## config.mk

```make
export PLATFORM = sky130hd
export DESIGN_NAME = serial_tx_message_ring
export DESIGN_NICKNAME = d
export VERILOG_FILES = /design/src/design/stmr_pkg.sv /design/src/design/serial_tx_message_ring.sv /design/src/design/stmr_front.sv /design/src/design/stmr_back.sv
export SDC_FILE = /design/constraint.sdc
export NUM_CORES = 1
export LEC_CHECK = 0
export ABC_AREA = 1
export BUFFER_PORTS_ARGS = -buffer_cell sky130_fd_sc_hd__buf_4
export CAP_MARGIN = 20
export CORE_ASPECT_RATIO = 0.8
export CORE_MARGIN = 3
export CORE_UTILIZATION = 49
export CTS_CLUSTER_SIZE = 8
export DETAILED_ROUTE_END_ITERATION = 16
export GPL_ROUTABILITY_DRIVEN = 0
export RECOVER_POWER = 50
export SLEW_MARGIN = 15
export SYNTH_ARGS = -nofsm -noshare
export SYNTH_HDL_FRONTEND = slang
export SYNTH_SLANG_ARGS = --single-unit
```

## constraint.sdc

```tcl
create_clock -name clk_i -period 5.9 [get_ports clk_i]
set_clock_uncertainty 0.15 [all_clocks]
set_input_delay 1.18 -clock clk_i [delete_from_list [all_inputs] [get_ports clk_i]]
set_output_delay 1.18 -clock clk_i [all_outputs]
set_load 0.05 [all_outputs]
```

## src/design/stmr_pkg.sv

```systemverilog
// Shared types and constants for the serial transmit message ring.
// Used by stmr_front, stmr_back and serial_tx_message_ring; no dependencies.
package stmr_pkg;

  // Default ring size in bytes; one slot always stays free.
  localparam int unsigned RingDepthDefault = 64;

  // Command queue between front and back; must be a power of two.
  localparam int unsigned QueueDepth = 2;

  // Byte appended at end of message.
  localparam logic [7:0] NewlineByte = 8'h0A;

  // Input commands; the fourth code is ignored by the front.
  typedef enum logic [1:0] {
    CmdAppend = 2'd0,
    CmdEnd    = 2'd1,
    CmdTxDone = 2'd2
  } cmd_e;

  // One queued command.
  typedef struct packed {
    cmd_e       op;
    logic [7:0] data;
  } q_entry_t;

  // Status of the back end, seen at the top level.
  typedef struct packed {
    logic busy;
    logic fetching;
  } back_status_t;

endpackage

```

## src/design/serial_tx_message_ring.sv

```systemverilog
// Serial transmit message ring: bytes are queued into a RING_DEPTH-byte ring
// (one slot kept free) and published a message at a time; an end-of-message
// word appends a newline, publishes, and starts the transmitter if idle; a
// transmit-complete word hands out the next published byte. A two-word
// command queue sits between the input and the ring engine. In the engine an
// append or a word that sends nothing ends in the execute state; a word that
// sends a byte goes through execute, registered ring read and result load,
// set by the single registered read port of the ring. A waiting result
// stalls the engine, not the input, until the queue fills. The ring needs no
// clearing after reset. Depends on stmr_pkg, stmr_front and stmr_back.
module serial_tx_message_ring #(
  parameter int unsigned RING_DEPTH = stmr_pkg::RingDepthDefault
) (
  input  logic       clk_i,
  input  logic       rst_ni,
  input  logic       in_valid_i,
  output logic       in_ready_o,
  input  logic [1:0] command_i,
  input  logic [7:0] data_byte_i,
  output logic       out_valid_o,
  input  logic       out_ready_i,
  output logic [7:0] tx_byte_o,
  output logic       overflow_o
);
  import stmr_pkg::*;

  logic         q_valid, q_ready;
  q_entry_t     q_entry;
  back_status_t status;

  // Accept and classify input words.
  stmr_front u_front (
    .clk_i       (clk_i),
    .rst_ni      (rst_ni),
    .in_valid_i  (in_valid_i),
    .in_ready_o  (in_ready_o),
    .command_i   (command_i),
    .data_byte_i (data_byte_i),
    .q_valid_o   (q_valid),
    .q_ready_i   (q_ready),
    .q_entry_o   (q_entry)
  );

  // Execute commands on the ring.
  stmr_back #(
    .RingDepth (RING_DEPTH)
  ) u_back (
    .clk_i       (clk_i),
    .rst_ni      (rst_ni),
    .q_valid_i   (q_valid),
    .q_ready_o   (q_ready),
    .q_entry_i   (q_entry),
    .out_valid_o (out_valid_o),
    .out_ready_i (out_ready_i),
    .tx_byte_o   (tx_byte_o),
    .overflow_o  (overflow_o),
    .status_o    (status)
  );

`ifndef SYNTHESIS
  // A sent byte always leaves the transmitter marked busy.
  assert property (@(posedge clk_i) disable iff (!rst_ni)
    out_valid_o && !overflow_o |-> status.busy)
    else $error("byte result while transmitter idle");

  // A ring read always turns into a result, through the load state into the result register.
  assert property (@(posedge clk_i) disable iff (!rst_ni)
    status.fetching |-> ##2 out_valid_o)
    else $error("ring read did not produce a result");

  // The input stalls only when the queue holds work.
  assert property (@(posedge clk_i) disable iff (!rst_ni)
    !in_ready_o |-> q_valid)
    else $error("input stalled with empty queue");
`endif

endmodule

```

## src/design/stmr_front.sv

```systemverilog
// Front end of the serial transmit message ring: accepts input words,
// drops unused command codes and queues the rest. Depends on stmr_pkg.
module stmr_front (
  input  logic                clk_i,
  input  logic                rst_ni,
  input  logic                in_valid_i,
  output logic                in_ready_o,
  input  logic [1:0]          command_i,
  input  logic [7:0]          data_byte_i,
  output logic                q_valid_o,
  input  logic                q_ready_i,
  output stmr_pkg::q_entry_t  q_entry_o
);
  import stmr_pkg::*;

  localparam int unsigned PtrW = (QueueDepth > 1) ? $clog2(QueueDepth) : 1;
  localparam logic [PtrW:0] FullCount = (PtrW + 1)'(QueueDepth);

  q_entry_t        entry_q [QueueDepth];
  logic [PtrW-1:0] wr_ptr_q, wr_ptr_d;
  logic [PtrW-1:0] rd_ptr_q, rd_ptr_d;
  logic [PtrW:0]   count_q, count_d;
  logic            push, pop, known_cmd;

  // Classify: only the three defined commands enter the queue.
  assign known_cmd = (command_i == CmdAppend) || (command_i == CmdEnd) ||
                     (command_i == CmdTxDone);

  assign in_ready_o = (count_q != FullCount);
  assign q_valid_o  = (count_q != '0);
  assign q_entry_o  = entry_q[rd_ptr_q];

  assign push = in_valid_i && in_ready_o && known_cmd;
  assign pop  = q_valid_o && q_ready_i;

  // Advance pointers and occupancy.
  always_comb begin
    wr_ptr_d = push ? wr_ptr_q + 1'b1 : wr_ptr_q;
    rd_ptr_d = pop ? rd_ptr_q + 1'b1 : rd_ptr_q;
    count_d  = count_q;
    if (push && !pop) begin
      count_d = count_q + 1'b1;
    end else if (pop && !push) begin
      count_d = count_q - 1'b1;
    end
  end

  always_ff @(posedge clk_i or negedge rst_ni) begin
    if (!rst_ni) begin
      wr_ptr_q <= '0;
      rd_ptr_q <= '0;
      count_q  <= '0;
    end else begin
      wr_ptr_q <= wr_ptr_d;
      rd_ptr_q <= rd_ptr_d;
      count_q  <= count_d;
    end
  end

  // Store queued words; payload needs no reset.
  always_ff @(posedge clk_i) begin
    if (push) begin
      entry_q[wr_ptr_q] <= '{op: cmd_e'(command_i), data: data_byte_i};
    end
  end

endmodule

```

## src/design/stmr_back.sv

```systemverilog
// Back end of the serial transmit message ring: executes queued commands
// on the ring memory and drives the result register. Depends on stmr_pkg.
module stmr_back #(
  parameter int unsigned RingDepth = stmr_pkg::RingDepthDefault
) (
  input  logic                   clk_i,
  input  logic                   rst_ni,
  input  logic                   q_valid_i,
  output logic                   q_ready_o,
  input  stmr_pkg::q_entry_t     q_entry_i,
  output logic                   out_valid_o,
  input  logic                   out_ready_i,
  output logic [7:0]             tx_byte_o,
  output logic                   overflow_o,
  output stmr_pkg::back_status_t status_o
);
  import stmr_pkg::*;

  localparam int unsigned PosW = $clog2(RingDepth);
  localparam logic [PosW-1:0] LastPos = PosW'(RingDepth - 1);

  typedef enum logic [1:0] {
    StExec,
    StFetch,
    StLoad
  } state_e;

  state_e         state_q;
  logic [7:0]     ring_q [RingDepth];
  logic [7:0]     rd_data_q;
  logic [PosW-1:0] wr_pos_q, commit_pos_q, rd_pos_q;
  logic [PosW-1:0] wr_pos_inc, rd_pos_inc, wr_pos_end;
  logic           busy_q, ovf_pend_q;
  logic           out_valid_q, overflow_q;
  logic [7:0]     tx_byte_q;
  logic           take, ring_full;
  logic           mem_we;
  logic [7:0]     mem_wdata;

  // Wrap positions at the ring end.
  assign wr_pos_inc = (wr_pos_q == LastPos) ? '0 : wr_pos_q + 1'b1;
  assign rd_pos_inc = (rd_pos_q == LastPos) ? '0 : rd_pos_q + 1'b1;
  assign ring_full  = (wr_pos_inc == rd_pos_q);
  assign wr_pos_end = ring_full ? wr_pos_q : wr_pos_inc;

  // Take a command only in the execute state with the result slot free.
  assign q_ready_o = (state_q == StExec) && !out_valid_q;
  assign take      = q_valid_i && q_ready_o;

  // Ring write: a data byte or the end-of-message newline.
  always_comb begin
    mem_we    = 1'b0;
    mem_wdata = q_entry_i.data;
    if (take && !ring_full) begin
      case (q_entry_i.op)
        CmdAppend: mem_we = 1'b1;
        CmdEnd: begin
          mem_we    = 1'b1;
          mem_wdata = NewlineByte;
        end
        default: mem_we = 1'b0;
      endcase
    end
  end

  // Ring memory: one write and one registered read per cycle.
  always_ff @(posedge clk_i) begin
    if (mem_we) begin
      ring_q[wr_pos_q] <= mem_wdata;
    end
    if (state_q == StFetch) begin
      rd_data_q <= ring_q[rd_pos_q];
    end
  end

  // Sequencer, ring positions and result register.
  always_ff @(posedge clk_i or negedge rst_ni) begin
    if (!rst_ni) begin
      state_q      <= StExec;
      wr_pos_q     <= '0;
      commit_pos_q <= '0;
      rd_pos_q     <= '0;
      busy_q       <= 1'b0;
      ovf_pend_q   <= 1'b0;
      out_valid_q  <= 1'b0;
      overflow_q   <= 1'b0;
      tx_byte_q    <= '0;
    end else begin
      // Drop the result once taken.
      if (out_valid_q && out_ready_i) begin
        out_valid_q <= 1'b0;
      end
      case (state_q)
        StExec: begin
          if (take) begin
            case (q_entry_i.op)
              CmdAppend: begin
                if (ring_full) begin
                  out_valid_q <= 1'b1;
                  overflow_q  <= 1'b1;
                  tx_byte_q   <= '0;
                end else begin
                  wr_pos_q <= wr_pos_inc;
                end
              end
              CmdEnd: begin
                wr_pos_q     <= wr_pos_end;
                commit_pos_q <= wr_pos_end;
                if (!busy_q && (rd_pos_q != wr_pos_end)) begin
                  busy_q     <= 1'b1;
                  ovf_pend_q <= ring_full;
                  state_q    <= StFetch;
                end else if (ring_full) begin
                  out_valid_q <= 1'b1;
                  overflow_q  <= 1'b1;
                  tx_byte_q   <= '0;
                end
              end
              CmdTxDone: begin
                if (rd_pos_q != commit_pos_q) begin
                  busy_q     <= 1'b1;
                  ovf_pend_q <= 1'b0;
                  state_q    <= StFetch;
                end else begin
                  busy_q <= 1'b0;
                end
              end
              default: state_q <= StExec;
            endcase
          end
        end
        StFetch: begin
          rd_pos_q <= rd_pos_inc;
          state_q  <= StLoad;
        end
        StLoad: begin
          out_valid_q <= 1'b1;
          tx_byte_q   <= rd_data_q;
          overflow_q  <= ovf_pend_q;
          state_q     <= StExec;
        end
        default: state_q <= StExec;
      endcase
    end
  end

  assign out_valid_o = out_valid_q;
  assign tx_byte_o   = tx_byte_q;
  assign overflow_o  = overflow_q;
  assign status_o    = '{busy: busy_q, fetching: (state_q == StFetch)};

endmodule
```

Word level (Yosys, flattened, before mapping)
Memory sizes are Yosys's and may differ from the RTL's. A register that Yosys moved wholly into a read port is not among the register bits.
Index checks and enable logic that the tools add are counted.
{"block": "word_totals", "regBits": 36, "ram_bits": 532, "input_bits": 14, "out_inout_bits": 11, "elab_cells": 110, "memories": 2}
{"name": "u_back.ring_q", "depth": 64, "width": 8, "read_ports": 1, "rd_ports_with_merged_regs": 1, "wr": 1, "line_no": "stmr_back.sv:29", "text": "logic [7:0] ring_q [RingDepth];"}
{"name": "u_front.entry_q", "depth": 2, "width": 10, "read_ports": 1, "rd_ports_with_merged_regs": 0, "wr": 1, "line_no": "stmr_front.sv:19", "text": "q_entry_t entry_q [QueueDepth];"}
{"block": "op_classes", "add_sub_neg": 6, "eq_ne": 20, "muxes": 40, "n_reduce_logical": 30}
{"cell": "8-bit two-way mux", "count": 5}
{"cell": "8-bit case mux with 2 select lines", "count": 2}
{"cell": "6-bit two-way mux", "count": 3}
{"cell": "1-bit two-way mux", "count": 17}
{"cell": "6-bit by 1-bit adder with 6-bit output, second input constant", "count": 2}
{"cell": "6-bit == test, second input constant", "count": 2}
{"cell": "3-bit != test, second input constant", "count": 4}
{"cell": "6-bit != test", "count": 2}
{"cell": "1-bit case mux with 2 select lines", "count": 6}
{"cell": "4-bit AND reduction", "count": 3}
{"cell": "2-bit two-way mux", "count": 5}
{"cell": "1-bit logical AND", "count": 9}
{"cell": "2-bit nonzero test", "count": 4}
{"cell": "2-bit by 1-bit == test with 1-bit output, second input constant", "count": 3}
{"cell": "2-bit == test, second input constant", "count": 3}
{"cell": "6-bit == test", "count": 1}
{"cell": "2-bit zero test", "count": 3}
{"cell": "2-bit by 1-bit != test with 1-bit output, second input constant", "count": 3}
{"cell": "2-bit case mux with 3 select lines", "count": 1}
{"cell": "3-bit AND reduction", "count": 2}
{"cell": "1-bit zero test", "count": 5}
{"cell": "5-bit AND reduction", "count": 1}
{"cell": "2-bit != test, second input constant", "count": 2}
{"cell": "2-bit case mux with 2 select lines", "count": 1}
{"cell": "other kinds (5)", "count": 7}

Depth between registers and ports, before layout
{"block": "logic_depth", "word_depth": 10, "mapped_depth": 14, "depth_no_buf": 14}

Cells and area by module
A second synthesis with hierarchy kept.
{"block": "unflattened", "hier_cells": 1948, "area_unflattened_um2": 23488.8}
{"mod": "stmr_back", "n_inst": 1, "cells_each": 1864, "area_each_um2": 22525.4, "seq_area_each_um2": 16415.7}
{"mod": "stmr_front", "n_inst": 1, "cells_each": 84, "area_each_um2": 963.4, "seq_area_each_um2": 700.7}

Worst setup path after synthesis
OpenSTA, ideal clock, no wires.
{"block": "synth_timing", "kind": "reg2reg", "startpoint": "reg u_back.wr_pos_q[0]", "endpoint": "mem u_back.ring_q[0][0], data pin", "setup_ns": 0.549, "t_arrival_ns": 3.483, "t_required_ns": 5.201, "path_slack_ns": 1.719, "path_stages_with_launch": 13, "path_buffers": 0, "period_less_slack_ns": 4.181, "cell_sequence": "dfrtp_1 > ha_1 > nand2_1 > inv_1 > o21ai_0 > nand2_1 > nand2_1 > nand2_1 > nor2_4 > nand2_4 > nand2_1 > inv_1 > a21oi_1"}
{"block": "synth_between", "elab_chain_cells": 6, "word_cells_on_any_way": 7, "cone_classes": "1 x add/sub; 2 x eq/ne; 2 x mux; 2 x reduce/logical"}
{"item": "from (decl)", "line_no": "stmr_back.sv:31", "text": "logic [PosW-1:0] wr_pos_q, commit_pos_q, rd_pos_q;"}
{"item": "from (signal assigned)", "line_no": "stmr_back.sv:103", "text": "wr_pos_q <= wr_pos_inc;"}
{"item": "from (signal assigned)", "line_no": "stmr_back.sv:107", "text": "wr_pos_q <= wr_pos_end;"}
{"item": "6-bit by 1-bit adder with 6-bit output / 6-bit == test (equally long branches)", "line_no": "stmr_back.sv:41", "text": "assign wr_pos_inc = (wr_pos_q == LastPos) ? '0 : wr_pos_q + 1'b1;"}
{"item": "6-bit two-way mux *", "line_no": "stmr_back.sv:41"}
{"item": "6-bit == test *", "line_no": "stmr_back.sv:43", "text": "assign ring_full = (wr_pos_inc == rd_pos_q);"}
{"item": "1-bit zero test *", "line_no": "stmr_back.sv:54", "text": "if (take && !ring_full) begin"}
{"item": "1-bit logical AND *", "line_no": "stmr_back.sv:54"}
{"item": "8-bit two-way mux *", "line_no": "stmr_back.sv:54"}
{"item": "via u_back.mem_wdata[0]", "line_no": "stmr_back.sv:38", "text": "logic [7:0] mem_wdata;"}
{"item": "to (decl)", "line_no": "stmr_back.sv:29"}
Mark *: on every way through the listed nets, which the timed path passes. The rest lies on a longest branch.

Final worst setup path
{"block": "layout_timing", "startpoint": "reg u_back.rd_pos_q[4]", "endpoint": "mem u_back.ring_q[30][5], data pin"}
{"block": "layout_between", "elab_chain_cells": 4}
{"item": "from (decl)", "line_no": "stmr_back.sv:31"}
{"item": "from (signal assigned)", "line_no": "stmr_back.sv:133", "text": "rd_pos_q <= rd_pos_inc;"}
{"item": "6-bit == test", "line_no": "stmr_back.sv:43"}
{"item": "1-bit zero test", "line_no": "stmr_back.sv:54"}
{"item": "1-bit logical AND", "line_no": "stmr_back.sv:54"}
{"item": "8-bit two-way mux", "line_no": "stmr_back.sv:54"}
{"item": "via u_back.mem_wdata[5]", "line_no": "stmr_back.sv:38"}
The timed path passes the listed nets, and every way through them passes these cells.

==> results.ini <==
[run_status]
status = finished with violations
violations = capacitance limit, slew limit

[layout]
post-route-util_pct = 56.5
multi_input_comb_area_sq_um = 5510
area_growth_pct = 12.5
nNetsFinal = 1934
antenna_cells = 0
drive_gt1_share_pct = 6.96
nFillCells = 3748
seq_area_sq_um = 17100

[floorplan]
initial_core_util_pct = 50.2
pin_count = 25
die_area_sq_um = 50100
die_height_um = 201
fp.coreArea_sq_um = 46300
die_w_um = 250
rows = 70

[clock_network]
clockBufferDepth = 3
htreeDepth = 3
cts.sink_count = 576
root_buffer = clkbuf_16
cts_tree = done
cts.clk_slew.worst_paths_ps = 50
cts_buffers = 81
post_cts_buffers = 0
cts_resized = 0
insertion_delay_ps = 600
ctsHoldBuffers = 0

[routing]
firstDrtPassIters = 6
drt_iter0_markers = 1714
wl_um = 60200
routed_via_density = 5.95
via_count = 15200
detail-route-antenna-nets = 0
wl_per_cell_um = 23.6
drc_errors = 0

[flow_run]
maxCapViolations = 6

[synthesis]
yosysSeqAreaShare_pct = 73.6
yosysWarnings = 0
synth-edff-count = 540
avgSynthCellArea_sq_um = 12.3
synth_seq_cells = 576
netlist_area_sq_um = 23300
ys.flop_type = edfxtp_1
syn-instance-count = 1892
synthDistinctLibCells = 34
postSynth.asyncResetShare_pct = 6.25
synthesis.nets = 1912

[sta]
hold_viol = 0
fin_crit_ps = 4790
setup_tns_ps = 0
worstMarginPinSlew_ps = 2650
drv_slew = 278
rsz0062_at_grt = no
relSlewSlack_pct = -76.8
setup-violations-final = 0
fin_crit_sh_pct = 81.1
max_freq_ghz = 0.209

[critical_path]
cp.required_ps = 6040
cp-end-kind = flop
cp.arrival_ps = 4920
crit_type = flop to flop
start_kind = flop
cp_max_fo = 19

[global_route]
antenna_found_initial = 3
grt_pass1_vias = 14700
grt_pass1_wl_um = 90700
overflow = 0
grt_max_degree = 206
grtUsageTotal_pct = 23.9

[place]
dp_hpwl_um = 35700
portBuffers = 24

[power]
power_density_nw_per_um2 = 553
p_leak_uw = 0.00875
vdd_drop_max_uv = 437
total_power_uw = 14500

[worst_hold_path]
holdCritPathClass = flop to flop

logic make-up after synthesis:
group	count (synthesis)	share of synthesized area [%]
flip-flops	576	73.6
XOR/XNOR	6	0.226
AO/OA/AOI/OAI	452	10.9
adder cells (fa/ha/maj)	6	0.323
AND/OR/NAND/NOR	689	12.0
buffers and inverters	163	2.91
critical path: stages (launching register included):
cell and delay [ps]:
dfrtp_1 750, inv_1 510, nand3_1 210, nand2_1 80, inv_1 70, nand2_1 80, nor2_4 210, nand2_4 190
nand2_1 230, inv_1 210, a21oi_1 1160, clkbuf_1 610
per-layer routing:
layer  share of wire (%)  GRT usage, %  vias up
met4                 2.9          7.64        6
met2                  44          35.2      671
met1                  44          34.9     7500
li1                    -             -     6892
met5               0.076             0        -
met3                 9.2          6.18      127
report_power, final:
group | total (uW) | internal [uW] | switching [uW]
sequential | 5620 | 5440 | 184
combinational | 4740 | 1090 | 3650
clock | 4120 | 2540 | 1580
total | 14500 | 9070 | 5410
per-stage QoR:
step / cells / hold WS [ps] / setup WS [ps] / instance area, sq um
after floorplan: 1892 / 276 / 1720 / 23300
after CTS: 2551 / 316 / 1470 / 26300
after global placement: 2441 / 296 / 1680 / 24100
final: 2552 / 312 / 1110 / 26200
after global routing: 2552 / 334 / 764 / 26200
after detailed placement: 2442 / 294 / 1490 / 24100
sequential cells by signal, indices dropped and copies added, names as in the netlist:
| signal | flops |
|---|---|
| u_back.rd_data_q | 8 |
| u_back.busy_q | 1 |
| u_back.wr_pos_q | 6 |
| u_back.out_valid_o | 1 |
| u_back.rd_pos_q | 6 |
| u_back.overflow_o | 1 |
| u_front.rd_ptr_q | 1 |
| u_front.wr_ptr_q | 1 |
| u_back.state_q | 2 |
| u_back.ring_q | 512 |
| u_back.commit_pos_q | 6 |
| u_back.tx_byte_o | 8 |
| u_back.ovf_pend_q | 1 |
| u_front.entry_q | 20 |
| u_front.count_q | 2 |
cell usage after synthesis (all sizes together), types with 2 or more instances:
cell	n	area [sq um]
a21oi	37	185
ha	6	75.1
o221ai	5	43.8
nand4	4	25.0
a22oi	22	165
o22ai	44	275
or2	3	18.8
o211ai	60	450
xnor2	2	17.5
edfxtp	540	16200
inv	50	188
clkinv	3	11.3
nor2	398	1510
xor2	4	35.0
nand3	103	538
nor3	7	35.0
buf	39	211
dfrtp	36	901
clkbuf	71	267
nand2	172	661
o21ai	283	1420
layout make-up:
cell class                      instances  area share, %
Sequential cell                       576           65.4
Multi-Input combinational cell       1153           21.0
Clock buffer                          107           8.36
Tap cell                              612           2.93
Timing Repair Buffer                   49           1.37
Inverter                               53          0.779
Clock inverter                          2         0.0956
path summary, 6_finish.rpt:
| path | from | end | slack, ps | cells after the start |
|---|---|---|---|---|
| max in group asynchronous | rst_ni | u_back.rd_pos_q[0] | 3030 | 1 |
| hold / removal | u_back.rd_data_q[5] | u_back.tx_byte_o[5] | 310 | 2 |
| setup reg to reg | u_back.rd_pos_q[4] | u_back.ring_q[30][5] | 1110 | 11 |
| hold reg to reg | u_back.rd_data_q[5] | u_back.tx_byte_o[5] | 310 | 2 |
| setup / recovery | u_back.rd_pos_q[4] | u_back.ring_q[30][5] | 1110 | 11 |
| min in group asynchronous | rst_ni | u_front.wr_ptr_q | 1050 | 1 |
placed cells by master (no fill, tap or decap), types with 2 or more instances in the layout:
master | synthesis | routed
xnor2_1 | 2 | 2
a21oi_4 | 0 | 2
clkbuf_1 | 71 | 44
nand3_1 | 100 | 102
o211ai_1 | 60 | 60
or2_2 | 3 | 3
clkbuf_4 | 0 | 4
clkbuf_16 | 0 | 84
clkinv_1 | 3 | 2
xor2_1 | 4 | 4
nand2_1 | 168 | 169
buf_12 | 0 | 3
inv_6 | 0 | 2
buf_16 | 0 | 2
a22oi_1 | 22 | 22
dfrtp_4 | 0 | 2
nor2_4 | 2 | 2
o22ai_1 | 44 | 44
o21ai_4 | 0 | 2
o21ai_0 | 281 | 280
ha_1 | 6 | 6
inv_2 | 2 | 3
a21oi_1 | 37 | 34
inv_1 | 48 | 47
nor3_1 | 7 | 7
o221ai_1 | 5 | 5
clkbuf_2 | 0 | 3
nand2_2 | 3 | 2
dfrtp_1 | 36 | 34
edfxtp_1 | 540 | 540
nor2_1 | 396 | 395
buf_4 | 2 | 16
nand4_1 | 4 | 4
No activity file was read; power rests on OpenSTA's default activity.
